===== config.mk =====
export PLATFORM = sky130hd
export DESIGN_NAME = cbc_out_skid
export DESIGN_NICKNAME = d
export VERILOG_FILES = /design/src/rtl/core/cbc_pkg.sv /design/src/rtl/core/cbc_out_skid.sv
export VERILOG_INCLUDE_DIRS = /design/src /design/src/rtl/core
export SDC_FILE = /design/constraint.sdc
export NUM_CORES = 1
export LEC_CHECK = 0
export BUFFER_PORTS_ARGS = -buffer_cell sky130_fd_sc_hd__buf_4
export CAP_MARGIN = 20
export CELL_PAD_IN_SITES_DETAIL_PLACEMENT = 1
export CELL_PAD_IN_SITES_GLOBAL_PLACEMENT = 1
export CORE_MARGIN = 2
export CORE_UTILIZATION = 39
export CTS_BUF_LIST = sky130_fd_sc_hd__clkbuf_4 sky130_fd_sc_hd__clkbuf_8
export DETAILED_ROUTE_END_ITERATION = 16
export PLACE_DENSITY_LB_ADDON = 0.1
export SKIP_CTS_REPAIR_TIMING = 1
export SYNTH_ARGS = -nofsm -noshare
export SYNTH_HDL_FRONTEND = slang
export SYNTH_SLANG_ARGS = --single-unit

===== constraint.sdc =====
create_clock -name clk -period 10.3 [get_ports clk]
set_input_delay 1.03 -clock clk [delete_from_list [all_inputs] [get_ports clk]]
set_output_delay 1.03 -clock clk [all_outputs]
set_load 0.02 [all_outputs]

===== src/rtl/core/assert_macros.svh =====
// assertion macros shared by the rtl modules
`ifndef ASSERT_MACROS_SVH
`define ASSERT_MACROS_SVH

// expression must hold at every clock edge outside reset
`define ASSERT_ALWAYS(label, expr) \
	label: assert property (@(posedge clk) disable iff (!arst_n) (expr)) \
		else $error("assertion failed");

// antecedent in this cycle implies consequent in the same cycle
`define ASSERT_IMPL(label, ante, cons) \
	label: assert property (@(posedge clk) disable iff (!arst_n) (ante) |-> (cons)) \
		else $error("assertion failed");

// antecedent in this cycle implies consequent in the next cycle
`define ASSERT_NEXT(label, ante, cons) \
	label: assert property (@(posedge clk) disable iff (!arst_n) (ante) |=> (cons)) \
		else $error("assertion failed");

`endif


===== src/rtl/core/cbc_pkg.sv =====
// shared types and constants for the cartridge bank controller
package cbc_pkg;

	localparam int RAM_BYTES     = 32768;
	localparam int RAM_AW        = $clog2(RAM_BYTES);
	localparam int RAM_BANK_BITS = 2;
	localparam int RAM_OFS_BITS  = 13;
	localparam int ROM_BANK_BITS = 7;
	localparam int ROM_OFS_BITS  = 14;

	localparam logic [ROM_BANK_BITS-1:0] ROM_BANK_RESET = ROM_BANK_BITS'(1);
	localparam logic [3:0]               RAM_EN_KEY     = 4'hA;
	localparam logic [7:0]               RAM_BANK_MAX   = 8'h03;
	localparam logic [7:0]               UNMAPPED_DATA  = 8'hFF;

	typedef enum logic [1:0] {
		REQ_ROM_READ  = 2'd0,
		REQ_REG_WRITE = 2'd1,
		REQ_RAM_READ  = 2'd2,
		REQ_RAM_WRITE = 2'd3
	} req_t;

	// register windows selected by address[15:13]
	localparam logic [2:0] REG_RAM_EN   = 3'd0;
	localparam logic [2:0] REG_ROM_BANK = 3'd1;
	localparam logic [2:0] REG_RAM_BANK = 3'd2;
	localparam logic [2:0] REG_MODE     = 3'd3;

	typedef struct packed {
		logic [7:0]  read_data;
		logic [20:0] rom_address;
		logic        rom_fetch;
		logic        ram_enabled;
	} res_t;

endpackage


===== src/rtl/core/cbc_out_skid.sv =====
// output register with skid slot so input ready comes from a flop
module cbc_out_skid (
	input  logic          clk,
	input  logic          arst_n,
	input  logic          s_valid,
	output logic          s_ready,
	input  cbc_pkg::res_t s_res,
	output logic          out_valid,
	input  logic          out_ready,
	output cbc_pkg::res_t out_res
);
	import cbc_pkg::*;

	logic out_valid_q;
	logic skid_valid_q;
	res_t out_res_q;
	res_t skid_res_q;
	logic out_free;
	logic s_move;

	assign out_free = !out_valid_q || out_ready;
	assign s_move   = s_valid && !skid_valid_q;
	assign s_ready  = !skid_valid_q;

	always_ff @(posedge clk or negedge arst_n) begin
		if (!arst_n) begin
			out_valid_q  <= 1'b0;
			skid_valid_q <= 1'b0;
		end else begin
			priority if (skid_valid_q && out_free) begin
				out_valid_q  <= 1'b1;
				skid_valid_q <= 1'b0;
			end else if (s_move && out_free) begin
				out_valid_q <= 1'b1;
			end else if (s_move) begin
				skid_valid_q <= 1'b1;
			end else if (out_free) begin
				out_valid_q <= 1'b0;
			end
		end
	end

	always_ff @(posedge clk) begin
		priority if (skid_valid_q && out_free) begin
			out_res_q <= skid_res_q;
		end else if (s_move && out_free) begin
			out_res_q <= s_res;
		end else if (s_move) begin
			skid_res_q <= s_res;
		end
	end

	assign out_valid = out_valid_q;
	assign out_res   = out_res_q;

	`include "assert_macros.svh"

	`ASSERT_IMPL(skid_only_behind_out, skid_valid_q, out_valid_q)
	`ASSERT_NEXT(skid_holds_on_stall, skid_valid_q && !out_ready, skid_valid_q)
	`ASSERT_NEXT(skid_fills_on_stall, s_valid && !skid_valid_q && out_valid_q && !out_ready,
		skid_valid_q)

endmodule


==> results_dict.tcl, run 1 <==
set metrics [dict create \
    antenna_left 0 \
    power_mw 0.613 \
    critical_path_class "in -> reg" \
    wire_per_inst_um 17.2 \
    power.switching_mw 0.131 \
    dr_total_vias 1221 \
    syn-num-nets 141 \
    drtPass1Iterations 4 \
    fin_hold_ws_ps 470 \
    synth_seq_cells 64 \
    grt_max_degree 32 \
    post-route-cell-area_mm2 0.00326 \
    finalSetupViolCount 0 \
    max_slew.worst_pin.slew_ps 1080 \
    pwr-share-seq_pct 50.9 \
    port_buffers 67 \
    period_minus_slack_ps 2450 \
    pin_count 68 \
    die_w_um 83.4 \
    critPathLaunchType "input port" \
    synth.distinct_cells 12 \
    end_kind "flop" \
    cp.arrival_ps 2520 \
    mostFrequentLayoutCells "69 x buf_4, 62 x edfxtp_1, 30 x mux2_4" \
    fin_crit_sh_pct 23.8 \
    antenna_found_initial 0 \
    clock-sinks 64 \
    cts_max_level 3 \
    vias_per_cell 4.64 \
    die_h_um 83.4 \
    coreArea_mm2 0.00599 \
    postSynthCellCount 106 \
    grt_use_total_pct 14.0 \
    yosysSeqAreaShare_pct 77.8 \
    cts-root-buf "clkbuf_8" \
    drc_errors 0 \
    hold_violations 0 \
    clockPowerShare_pct 36.7 \
    worstPathRequired_ps 10380 \
    drive_gt1_share_pct 62.2 \
    syn-cell-area_mm2 0.00246 \
    leakage_nw 1.36 \
    place_ws_ps 7320 \
    wl_um 4520 \
    area_delta_synth_final_pct 32.5 \
    grt_pass1_vias 1332 \
    path_clk_slew_ps 70 \
    rows 28 \
    n_antenna_cell 0 \
    powerDensity_mw_per_mm2 188 \
    rsz0062_at_grt "false" \
    grt_overflow 0 \
    cts_tree "yes" \
    gp_congestion 0.672 \
    clock_skew_ps 8.42 \
    final_common_cell "buf_4" \
    die_area_mm2 0.00695 \
    drt-initial-drc-count 122 \
    fin_ws_ps 7850 \
    slew_headroom_pct 27.5 \
    min_path_type "in -> async" \
    drv_cap 0 \
    fin_tns_setup_ps 0 \
    avgSynthCellArea_um2 23.2 \
    register_area_mm2 0.00191 \
    start_util_pct 41.0 \
    fmax_mhz 409 \
    grt_pass1_wl_um 7280 \
    nFillCells 557 \
    p_comb_share_pct 12.4 \
    clockBufferDepth 2 \
    p_int_mw 0.481 \
    ys_warn_count 0 \
    vdd_drop_max_v 0.0000727 \
    cts_buffers 9 \
    clock_latency_ps 320 \
    nNetsFinal 219 \
    post_dp_cell_area_mm2 0.00304 \
    status "completed" \
    cp_max_fo 31 \
    multiInputGateArea_um2 513 \
    swShare_pct 21.4 \
    place_hpwl_um 3050 \
    final-max-slew-violation-count 0 \
]
path summary, 6_finish.rpt:
check | startpoint | endpoint | slack [ps] | cells after the start
setup / recovery | out_ready | out_res[25]$_DFFE_PP_ | 7850 | 4
max in group asynchronous | arst_n | skid_valid_q$_DFFE_PN0P_ | 9740 | 1
hold reg to reg | skid_res_q[24]$_DFFE_PP_ | out_res[24]$_DFFE_PP_ | 550 | 1
hold / removal | arst_n | out_valid$_DFFE_PN0P_ | 470 | 1
min in group clk | skid_res_q[24]$_DFFE_PP_ | out_res[24]$_DFFE_PP_ | 550 | 1
setup reg to reg | out_valid$_DFFE_PN0P_ | out_res[25]$_DFFE_PP_ | 8330 | 3
layout make-up:
type                    count  area share (%)
clock buffers              10            4.04
clock inverters             5            2.23
inverters                   1           0.115
multi-input cells          38            15.8
flip-flops and latches     64            58.7
well taps                  75            2.88
repair buffers             70            16.3
kinds of logic (layout without fill, tap and decap cells):
kind of cell	count (synthesis)	in the layout	synth area share, %
buf+inv	4	86	1.53
flops	64	64	77.8
compound gates	1	1	0.306
simple gates	6	6	1.58
mux	31	31	18.8
power by group through the flow:
stage               clock network [mW]  logic (mW)  registers, mW
finish                           0.225      0.0760          0.312
global route                     0.240      0.0807          0.314
CTS                              0.230      0.0769          0.312
detailed placement                   0      0.0766          0.317
global placement                     0      0.0744          0.317
floorplan                            0      0.0290          0.331
through the flow:
step | instances | utilization, %
detailed placement | 247 | 50.8
CTS | 262 | 54.2
floorplan | 106 | -
finish | 263 | 54.3
global route | 263 | 54.3
global placement | 247 | 50.8
critical path: stages:
cell	delay (ps)
buf_4	110
nand2b_4	150
nand2_2	780
mux2_2	430
synth_stat cells (all sizes together):
master | n | area [um^2]
inv | 1 | 3.75
dfrtp | 2 | 50.1
nand2 | 2 | 10.0
buf | 3 | 33.8
nor2 | 2 | 7.51
o21a | 1 | 7.51
mux2 | 31 | 462
edfxtp | 62 | 1860
nor3b | 1 | 7.51
nand2b | 1 | 13.8
flip-flops by register name (all words and copies together) (netlist names):
signal	flops
skid_valid_q	1
skid_res_q	31
out_valid	1
out_res	31
layer usage:
layer,GRT usage (%),up-vias,share of wire (%)
li1,-,568,-
met2,21.8,48,48
met1,17.7,595,44
met3,3.88,10,5.2
met5,0,-,0
met4,7.60,0,2.3
Power figures use the tool's default switching activity.
==> run 2, diff against run 1 <==
ABC_AREA = 1   (was default)
clock period = 2.4 ns   (was 10.3 ns; I/O delays follow)
==> results_dict.tcl, run 2 <==
set metrics [dict create \
    cp.arrival_ps 1780 \
    cp_num_buf_inv 1 \
    synth.distinct_cells 12 \
    grt_pass1_vias 1610 \
    fin_tns_setup_ps 0 \
    grt_pass1_wl_um 8180 \
    yosysSeqAreaShare_pct 78.8 \
    place_hpwl_um 3260 \
    cts_buffers 9 \
    n_antenna_cell 0 \
    fmax_mhz 574 \
    path_cells "nand2_4 > nor2_4 > buf_12" \
    critical_path_class "reg -> reg" \
    clockBufferDepth 2 \
    cp_max_fo 35 \
    dr_total_vias 1561 \
    clock_latency_ps 320 \
    final_common_cell "buf_4" \
    finalSetupViolCount 0 \
    slew_headroom_pct 62.6 \
    critPathLaunchType "flop" \
    pin_count 68 \
    crit_family "simple AND/OR/NAND/NOR gates" \
    clock-sinks 64 \
    synth_top_area_share_pct 76.7 \
    syn-num-nets 212 \
    vdd_drop_max_v 0.000418 \
    hold_violations 0 \
    fin_crit_sh_pct 72.6 \
    period_minus_slack_ps 1740 \
    area_delta_synth_final_pct 33.6 \
    drtPass1Iterations 4 \
    nNetsFinal 284 \
    synth.most_common_cell "nand2_1" \
    die_w_um 82.9 \
    powerDensity_mw_per_mm2 824 \
    die_h_um 82.9 \
    drv_cap 0 \
    ys_top_cells_by_area "edfxtp_1 77%, nand2_1 9.9%, nand3_1 6.4%, dfrtp_1 2.1%, buf_6 1.4%" \
    rsz0062_at_grt "false" \
    antenna_found_initial 0 \
    max_slew.worst_pin.slew_ps 560 \
    rows 28 \
    async_reset_ff_share_pct 3.13 \
    grt_use_total_pct 15.2 \
    critPathMaxStageDelay_ps 510 \
    cts-root-buf "clkbuf_8" \
    cts_tree "yes" \
    cp_slowest_cell "nor2_4" \
    grt_overflow 0 \
    synth_seq_cells 64 \
    final-max-slew-violation-count 0 \
    port_buffers 67 \
    post-route-cell-area_mm2 0.00324 \
    avgSynthCellArea_um2 13.7 \
    worstPathRequired_ps 2430 \
    grt_max_degree 36 \
    drt-initial-drc-count 52 \
    cts_max_level 3 \
    wl_um 4920 \
    leakage_nw 1.37 \
    min_path_type "in -> reg" \
    ys_warn_count 0 \
    nFillCells 626 \
    wire_per_inst_um 15.0 \
    synth_top_cells_by_count "64 x nand2_1, 62 x edfxtp_1, 31 x nand3_1" \
    ys.flop_type "edfxtp_1" \
    vias_per_cell 4.74 \
    gp_congestion 0.737 \
    syn-cell-area_mm2 0.00243 \
    start_util_pct 40.8 \
    drive_gt1_share_pct 35.4 \
    postSynthCellCount 177 \
    antenna_left 0 \
    synth-edff-count 62 \
    clock_skew_ps 5.82 \
    status "completed" \
    post_dp_cell_area_mm2 0.00302 \
    drc_errors 0 \
    end_kind "flop" \
    coreArea_mm2 0.00596 \
    synth_area_leader_cell "edfxtp_1" \
    die_area_mm2 0.00687 \
    mostFrequentLayoutCells "68 x buf_4, 64 x nand2_1, 62 x edfxtp_1" \
    path_clk_slew_ps 70 \
]
run 2: changes by cell type after synthesis, sizes merged:
cell	change
a21oi	+1
buf	+7
inv	+1
mux2	-31
nand2	+64
nand2b	-1
nand3	+31
nor2	+1
nor3b	-1
o21a	-1
run 2: final timing paths:
| check | start | depth (start not counted) | end | slack [ps] |
|---|---|---|---|---|
| worst max-delay path | out_valid$_DFFE_PN0P_ | 3 | skid_res_q[13]$_DFFE_PP_ | 660 |
| worst min-delay path | s_res[22] | 1 | skid_res_q[22]$_DFFE_PP_ | 100 |
| worst max register to register | out_valid$_DFFE_PN0P_ | 3 | skid_res_q[13]$_DFFE_PP_ | 660 |
| worst min register to register | skid_res_q[29]$_DFFE_PP_ | 2 | out_res[29]$_DFFE_PP_ | 550 |
| max in group asynchronous | arst_n | 2 | skid_valid_q$_DFFE_PN0P_ | 2070 |
| min in group asynchronous | arst_n | 2 | out_valid$_DFFE_PN0P_ | 240 |
run 2: stage by stage:
step	utilization [%]	cells	total power, mW	hold WS (ps)	setup slack (ps)
after global placement	50.7	312	1.70	25.4	670
after floorplan	-	177	1.54	-55.6	354
after CTS	54.3	328	2.70	-323	608
after global routing	54.4	329	2.78	82.8	518
final	54.4	329	2.67	97.5	657
after detailed placement	50.7	312	1.70	28.1	613
run 2: power by group:
| group | leakage (nW) | switching (mW) | internal (mW) |
|---|---|---|---|
| registers | 0.608 | 0.0215 | 1.32 |
| clock network | 0.112 | 0.384 | 0.615 |
| logic | 0.646 | 0.198 | 0.133 |
| total | 1.37 | 0.603 | 2.07 |
run 2: cell families (layout without fill, tap and decap cells):
group,Yosys count,in the layout,synth area share (%)
buf+inv,12,89,3.35
flops,64,64,78.8
simple gates,100,100,17.7
compound gates,1,1,0.206
run 2: worst reg2reg max path, delay by kind of cell (launching register included):
family	cells	cell delay, ps
flip-flops	1	450
AND/OR/NAND/NOR	2	790
buffers and inverters	1	220
run 2: cell type report:
| cell class | instances | area (um^2) | share of cell area, % |
|---|---|---|---|
| flip-flops and latches | 64 | 1910 | 59.0 |
| clock buffers | 12 | 146 | 4.52 |
| repair buffers | 71 | 561 | 17.3 |
| inverters | 2 | 7.51 | 0.232 |
| clock inverters | 4 | 68.8 | 2.12 |
| multi-input cells | 101 | 453 | 14.0 |
| well taps | 75 | 93.8 | 2.89 |
run 2: metal layers:
layer | global-route usage (%) | up-vias | wire [um]
li1 | - | 761 | -
met1 | 20.6 | 741 | 2180
met2 | 23.1 | 54 | 2360
met3 | 3.38 | 5 | 320
met4 | 7.60 | 0 | 67
met5 | 0 | - | 0
==> run 3, diff against run 2 <==
CORE_UTILIZATION = 38   (was 39)
clock period = 1.6 ns   (was 2.4 ns; I/O delays follow)
==> results_dict.tcl, run 3 (synthesized netlist as in run 2, its figures left out) <==
set metrics [dict create \
    port_buffers 67 \
    grt_pass1_vias 1724 \
    gp_congestion 0.734 \
    finalSetupViolCount 0 \
    fin_crit_sh_pct 86.3 \
    wire_per_inst_um 15.4 \
    powerDensity_mw_per_mm2 1180 \
    clock-sinks 64 \
    clockPowerShare_pct 35.0 \
    drv_cap 0 \
    rows 29 \
    status "completed" \
    cts_tree "yes" \
    dr_total_vias 1598 \
    critical_path_class "reg -> reg" \
    setup.worst_path.start "skid_valid_q$_DFFE_PN0P_" \
    critPathLaunchType "flop" \
    coreArea_mm2 0.00628 \
    grt_overflow 0 \
    period_minus_slack_ps 1380 \
    final-max-slew-violation-count 0 \
    hp-start "s_res[17]" \
    vdd_drop_max_v 0.000605 \
    critPathMaxStageDelay_ps 460 \
    p_comb_share_pct 13.2 \
    crit_family "flip-flops" \
    grt_use_total_pct 15.8 \
    clock_skew_ps 10.8 \
    nNetsFinal 292 \
    place_hpwl_um 3520 \
    end_kind "flop" \
    cp_num_buf_inv 1 \
    rsz0062_at_grt "false" \
    clock_latency_ps 330 \
    cts_max_level 3 \
    drt-initial-drc-count 79 \
    vias_per_cell 4.71 \
    pwr-share-seq_pct 51.8 \
    hold_violations 0 \
    cp_max_fo 21 \
    die_area_mm2 0.00704 \
    dp_cells 318 \
    antenna_found_initial 0 \
    clockBufferDepth 2 \
    swShare_pct 23.4 \
    fmax_mhz 724 \
    die_w_um 83.9 \
    cts_buffers 9 \
    start_util_pct 38.7 \
    die_h_um 83.9 \
    final_common_cell "buf_4" \
    fin_hold_ws_ps 16.5 \
    slew_headroom_pct 76.7 \
    cp.arrival_ps 1380 \
    mostFrequentLayoutCells "73 x buf_4, 64 x nand2_1, 62 x edfxtp_1" \
    path_cells "nor2_1 > a21oi_4 > buf_4" \
    min_path_type "in -> reg" \
    drtPass1Iterations 3 \
    leakage_nw 1.39 \
    wl_um 5220 \
    p_int_mw 2.98 \
    grt_max_degree 32 \
    antenna_left 0 \
    grt_pass1_wl_um 8420 \
    cts-root-buf "clkbuf_8" \
    fin_tns_setup_ps 0 \
    final_cell_count_no_fill 339 \
    n_antenna_cell 0 \
    power.switching_mw 0.909 \
    cp_slowest_cell "dfrtp_1" \
    area_delta_synth_final_pct 35.5 \
    pin_count 68 \
    drc_errors 0 \
    rr_startpoint "skid_valid_q$_DFFE_PN0P_" \
    worstPathRequired_ps 1590 \
    drive_gt1_share_pct 37.0 \
    path_clk_slew_ps 70 \
    max_slew.worst_pin.slew_ps 350 \
]
[run 3: cell types whose count changed in the layout (fill, tap and decap cells not counted), moves of 2 or more]
cell | previous run | this run
clkbuf_8 | 9 | 13
bufinv_16 | 2 | 0
dlygate4sd3_1 | 1 | 5
buf_4 | 68 | 73
[run 3: path summary, 6_finish.rpt]
path                                            end  slack, ps  cells after the start
setup / recovery               out_res[8]$_DFFE_PP_        220                      3
hold / removal             skid_res_q[17]$_DFFE_PP_         20                      1
setup reg to reg               out_res[8]$_DFFE_PP_        220                      3
hold reg to reg                out_res[9]$_DFFE_PP_        550                      2
max in group asynchronous     out_valid$_DFFE_PN0P_       1350                      2
min in group asynchronous  skid_valid_q$_DFFE_PN0P_        150                      2
[run 3: routing by layer]
metal | wire length, um | track usage [%] | up-vias
li1 | - | - | 779
met1 | 2350 | 19.9 | 771
met2 | 2610 | 25.4 | 44
met3 | 229 | 5.24 | 4
met4 | 34 | 5.72 | 0
met5 | 0 | 0 | -
[run 3: final cells by class]
type,count,area (um^2)
tap,77,96.3
inverter,2,7.51
timing repair buffer,79,618
fill,677,2990
clock buffer,16,201
multi-input combinational,101,453
sequential,64,1910
[run 3: power by group through the flow]
stage,sequential [mW],combinational [mW],clock (mW)
floorplan,2.14,0.180,0
global placement,2.05,0.503,0
detailed placement,2.05,0.511,0
CTS,2.02,0.514,1.39
global route,2.02,0.562,1.47
finish,2.01,0.512,1.36
[run 3: metrics by stage]
| stage | power [mW] | util [%] | setup WS [ps] | instance area [um^2] |
|---|---|---|---|---|
| 2_1_floorplan | 2.32 | - | 9.36 | 2450 |
| 3_3_place_gp | 2.55 | 48.4 | 251 | 3040 |
| 3_5_place_dp | 2.56 | 48.4 | 222 | 3040 |
| 4_1_cts | 3.92 | 51.6 | 198 | 3240 |
| 5_1_grt | 4.05 | 52.4 | 115 | 3290 |
| 6_report | 3.89 | 52.4 | 219 | 3290 |
